`config.mk`:
```
export PLATFORM = sky130hd
export DESIGN_NAME = chacha_front
export DESIGN_NICKNAME = d
export VERILOG_FILES = /design/src/sv/chacha_pkg.sv /design/src/sv/chacha_front.sv
export SDC_FILE = /design/constraint.sdc
export NUM_CORES = 1
export LEC_CHECK = 0
export BUFFER_PORTS_ARGS = -buffer_cell sky130_fd_sc_hd__buf_2
export CAP_MARGIN = 20
export CORE_UTILIZATION = 30
export DETAILED_ROUTE_END_ITERATION = 16
export PLACE_DENSITY = 0.5
export SLEW_MARGIN = 5
export SYNTH_ARGS = -nofsm -noshare
export SYNTH_HDL_FRONTEND = slang
export SYNTH_SLANG_ARGS = --single-unit
export TNS_END_PERCENT = 10
```
`constraint.sdc`:
```
create_clock -name clk -period 3.3 [get_ports clk]
set_input_delay 0.495 -clock clk [delete_from_list [all_inputs] [get_ports clk]]
set_output_delay 0.495 -clock clk [all_outputs]
set_load 0.02 [all_outputs]
```
`src/sv/chacha_pkg.sv`:
```
// Package with shared types, constants and functions for the ChaCha20 block.
package chacha_pkg;

  localparam logic [31:0] SIGMA0 = 32'h61707865;
  localparam logic [31:0] SIGMA1 = 32'h3320646e;
  localparam logic [31:0] SIGMA2 = 32'h79622d32;
  localparam logic [31:0] SIGMA3 = 32'h6b206574;

  localparam logic [2:0] REG_KEY0 = 3'd0;
  localparam logic [2:0] REG_KEY1 = 3'd1;
  localparam logic [2:0] REG_KEY2 = 3'd2;
  localparam logic [2:0] REG_KEY3 = 3'd3;
  localparam logic [2:0] REG_NONCE_LOW = 3'd4;
  localparam logic [2:0] REG_NONCE_HIGH = 3'd5;
  localparam logic [2:0] REG_START_COUNTER = 3'd6;

  typedef logic [31:0] word_t;
  typedef word_t [15:0] state_t;

  // One queued request after classification by the front part.
  typedef struct packed {
    logic [63:0] data;
    logic [3:0]  count;
    logic        last;
    logic        restart;
  } req_t;

  function automatic word_t rotl(input word_t v, input int n);
    rotl = (v << n) | (v >> (32 - n));
  endfunction

  function automatic logic [127:0] quarter(input word_t a, input word_t b,
                                           input word_t c, input word_t d);
    word_t a1, b1, c1, d1;
    a1 = a + b; d1 = rotl(d ^ a1, 16);
    c1 = c + d1; b1 = rotl(b ^ c1, 12);
    a1 = a1 + b1; d1 = rotl(d1 ^ a1, 8);
    c1 = c1 + d1; b1 = rotl(b1 ^ c1, 7);
    quarter = {a1, b1, c1, d1};
  endfunction

endpackage

```
`src/sv/chacha_front.sv`:
```
// Front part: accepts requests, clamps the byte count and fills a short queue.
module chacha_front (
  input  logic                clk,
  input  logic                rst,
  input  logic                in_valid,
  output logic                in_stall,
  input  logic [63:0]         data_in,
  input  logic [3:0]          valid_bytes,
  input  logic                end_of_call,
  input  logic                restart,
  output logic                q_valid,
  input  logic                q_pop,
  output chacha_pkg::req_t    q_head
);
  import chacha_pkg::*;

  req_t        mem [2];
  logic        wr_ptr, rd_ptr;
  logic [1:0]  fill;
  logic        push;
  logic [3:0]  cnt;

  always_comb begin
    cnt = valid_bytes;
    if (valid_bytes == 4'd0) cnt = 4'd1;
    else if (valid_bytes > 4'd8) cnt = 4'd8;
  end

  assign in_stall = (fill == 2'd2);
  assign push = in_valid && !in_stall;
  assign q_valid = (fill != 2'd0);
  assign q_head = mem[rd_ptr];

  always_ff @(posedge clk) begin
    if (push) mem[wr_ptr] <= '{data: data_in, count: cnt, last: end_of_call,
                              restart: restart};
    if (rst) begin
      wr_ptr <= 1'b0;
      rd_ptr <= 1'b0;
      fill <= 2'd0;
    end else begin
      if (push) wr_ptr <= ~wr_ptr;
      if (q_pop) rd_ptr <= ~rd_ptr;
      fill <= fill + {1'b0, push} - {1'b0, q_pop};
    end
  end
endmodule

```
* Yosys cells after proc, flatten, opt, wreduce, memory -nomap -nowiden
Memory sizes are Yosys's and may differ from the RTL's. A register that Yosys moved wholly into a read port is not among the register bits.
Index checks and enable logic that the tools add are counted.
** Cells by class
- Add/sub/neg operators :: 2
- Magnitude comparators :: 1
- Equality and inequality tests :: 1
- Mux-type cells :: 6
- Bitwise operators :: 2
- Reductions and logical operators :: 4
** Operator list (count)
- 4-bit 2-to-1 mux :: 2
- 4-bit greater-than comparator, second input constant :: 1
- 4-bit zero test :: 1
- 1-bit 2-to-1 mux :: 4
- 2-bit by 1-bit adder with 2-bit output :: 1
- 2-bit == test, second input constant :: 1
- 1-bit inverter :: 2
- 2-bit nonzero test :: 1
- 2-bit by 1-bit subtractor with 2-bit output :: 1
- 1-bit logical AND :: 1
- 1-bit zero test :: 1
** Word-level totals
- Flip-flop bits (word level) :: 4
- Memory bits (writable) :: 140
- Input port bits :: 74
- Output and inout bits :: 72
- Logic and storage cells :: 20
- Memories kept :: 1
** Memories
- mem :: depth 2, width 70, read ports 1, clocked after memory_dff 1, wr ports 1, RTL line chacha_front.sv:17 : req_t mem [2];

* Longest topological paths before layout
- Depth after elaboration :: 5
- Depth in mapped cells :: 8
- Depth with buffers taken out :: 8

* Worst setup path before layout
Ideal clock, no wire load.
- Path kind :: in2reg
- From :: input port in_valid
- To :: memory mem[0][0] (netlist name) (enable)
- Library setup time :: 0.424 ns
- Data arrival time :: 2.256 ns
- Required time :: 2.876 ns
- Setup slack :: 0.620 ns
- Cell stages on the path :: 3
- Buffers on the path :: 0
- Cells stage by stage :: inv_1 -> or3_1 -> inv_1
** Between the ends
- Longest elaborated chain between the ends :: 3
** Ends and longest elaborated chain
- start: declaration :: RTL line chacha_front.sv:5 : input logic in_valid,
- 1-bit logical AND :: RTL line chacha_front.sv:30 : assign push = in_valid && !in_stall;
- 1-bit 2-to-1 mux :: RTL line chacha_front.sv:35 : if (push) mem[wr_ptr] <= '{data: data_in, count: cnt, last: end_of_call,
- 1-bit 2-to-1 mux (not written as such) :: RTL line chacha_front.sv:35
- end: declaration :: RTL line chacha_front.sv:17
No other way between the ends.

==> impl_metrics.yaml <==
run_status:
  outcome: "finished, final reports clean"
global_routing:
  grt_max_degree: 71
  first_global_vias: 2876
  grt_usage_pct: 11.0
  grt_overflow: 0
  grt_pass1_wl_um: 14600
  antenna_found_initial: 1
place:
  place_congestion: 0.684
  io_buffers: 145
  hpwl_um: 5960
  placed_area_sq_um: 6310
  pre_cts_ws_ps: 1170
pwr:
  leakage_nw: 2.55
  power_frac_seq_pct: 49.0
  swShare_pct: 24.7
  comb_power_share_pct: 14.4
  p_clk_share_pct: 36.6
  power_density_nw_per_um2: 682
  peakVddDrop_v: 0.000325
  switchingPower_w: 0.00115
  internal_power_w: 0.00351
detailed_routing:
  ant_nets: 0
  via_count: 2758
  finalWirelength_um: 9580
  vias_per_cell: 4.26
  drc: 0
  first_iter_violations: 134
  wl_per_cell_um: 14.8
  firstDrtPassIters: 4
critical_path:
  endpoint_kind: "output pin"
  critPathArrivalTime_ps: 2000
  cp-start-kind: "flip-flop"
  critPathRequiredTime_ps: 2800
  crit_type: "flip-flop to output pin"
  cp_max_fo: 42
floorplanning:
  io_pins: 146
  rows: 48
  core-area_sq_um: 17400
  die_h_um: 135
  die-area_sq_um: 18300
  die_x_um: 135
  start_util_pct: 30.7
final_layout:
  fill_cells: 1634
  final_util_pct: 39.4
  final_cell_mix: "145 x buf_2, 140 x edfxtp_1, 70 x mux2_2, 17 x clkbuf_16, 6 x nor2_1"
  area_growth_pct: 28.3
  drive_gt1_share_pct: 59.1
  final_area_sq_um: 6840
  nNetsFinal: 484
  final_common_cell: "buf_2"
sta:
  finalCritPeriodShare_pct: 75.8
  setup_slack_ps: 800
  final-hold-violation-count: 0
  tightest_slew_ps: 1020
  max_freq_mhz: 400
  setup_viol: 0
  fin_crit_ps: 2500
  clock_skew_ps: 5.63
  relSlewSlack_pct: 32.1
  fin_tns_setup_ps: 0
  finalMaxSlewViolations: 0
  grt_setup_unrepaired: "no"
  hold_slack_ps: 274
synth:
  syn_inst: 250
  syn_avg_cell_area_sq_um: 21.3
  synth_warnings: 0
  synthTopCellsByArea: "edfxtp_1 79%, mux2_2 15%, dfxtp_1 1.9%, buf_6 1.5%, ha_1 0.47%"
  synth-seq-cells: 145
  yosysTopAreaCell: "edfxtp_1"
  netlist.area_leader.share_pct: 78.8
  seq_area_frac_synth_pct: 80.7
  ys_types: 22
  synth_nets: 326
  netlist_area_sq_um: 5330
clock_tree:
  tritoncts: "done"
  clock-sinks: 145
  clock_path_buffers: 2
  ctsHoldBuffers: 0
  post-cts-setup-buffers: 0
  htree_levels: 4
  ctsResizeCount: 0
  cts-root-buf: "clkbuf_16"
  clk_latency_ps: 400
  clk_pin_slew_ps: 60
  cts_buffers: 17
hold_path:
  hold_path.class: "primary input to flip-flop"
flow_run:
  maxCapViolCount: 0
[registers in the layout, summed over array words and instances, names as in the netlist, named ones only]
register	count
mem	140
fill	2
rd_ptr	1
wr_ptr	1
[routing by layer]
metal  up-vias  global-route usage [%]  wire length (um)
li1       1300                       -                 -
met1      1349                    12.5              4110
met2        97                    18.2              4750
met3        12                    3.74               552
met4         0                    5.81               166
met5         -                       0                 0
[path summary, 6_finish.rpt]
check	start	end	slack, ps	cells after the start
setup / recovery	flip-flop	q_head[34]	800	3
hold / removal	data_in[8]	mem[0][14]	270	1
setup reg to reg	fill[0]	mem[0][24]	1380	5
hold reg to reg	rd_ptr	rd_ptr	520	2
[cells by family (layout without fill, tap and decap cells)]
| logic type | Yosys count | in the layout | synth area share [%] |
|---|---|---|---|
| compound gates | 2 | 2 | 0.188 |
| simple gates | 16 | 16 | 1.60 |
| buf+inv | 13 | 184 | 1.92 |
| flops | 145 | 145 | 80.7 |
| other cells | 0 | 1 | 0 |
| mux | 70 | 70 | 14.8 |
| fa+ha+maj | 2 | 2 | 0.469 |
| xor+xnor | 2 | 2 | 0.329 |
[area by class of cell]
cell class,instances,area [sq um],area share [%]
tap,225,282,4.12
sequential,145,4310,63.0
multi-input combinational,92,930,13.6
timing repair buffer,148,773,11.3
antenna,1,2.50,0.0366
clock buffer,19,433,6.33
inverter,4,16.3,0.238
clock inverter,13,96.3,1.41
[cell usage after synthesis]
| library cell | instances |
|---|---|
| buf_6 | 7 |
| edfxtp_1 | 140 |
| o21ai_0 | 1 |
| buf_2 | 1 |
| xnor2_1 | 1 |
| inv_2 | 1 |
| xor2_1 | 1 |
| a21oi_1 | 1 |
| or2_2 | 1 |
| or3_1 | 1 |
| ha_1 | 2 |
| mux2_2 | 70 |
| nor3_1 | 1 |
| nand2_1 | 1 |
| nand2b_2 | 1 |
| dfxtp_1 | 5 |
| nor2b_1 | 3 |
| nor2_1 | 6 |
| and2_1 | 1 |
| clkbuf_1 | 1 |
| and3_2 | 1 |
| inv_1 | 3 |
[per-stage QoR]
stage | instances | power (W)
floorplan | 250 | 0.00276
global placement | 614 | 0.00301
detailed placement | 614 | 0.00302
CTS | 646 | 0.00475
global route | 646 | 0.00487
finish | 647 | 0.00467
[power groups by stage]
stage,clock network [W],registers (W),logic (W)
floorplan,0,0.00230,0.000465
global placement,0,0.00232,0.000687
detailed placement,0,0.00233,0.000691
CTS,0.00177,0.00229,0.000694
global route,0.00183,0.00231,0.000728
finish,0.00171,0.00228,0.000674
[worst max-delay path, cell delays in order, from the launching register on]
cell and delay (ps):
dfxtp_4 740, buf_12 280, mux2_2 380, buf_2 170
(Power assumes the default switching activity.)
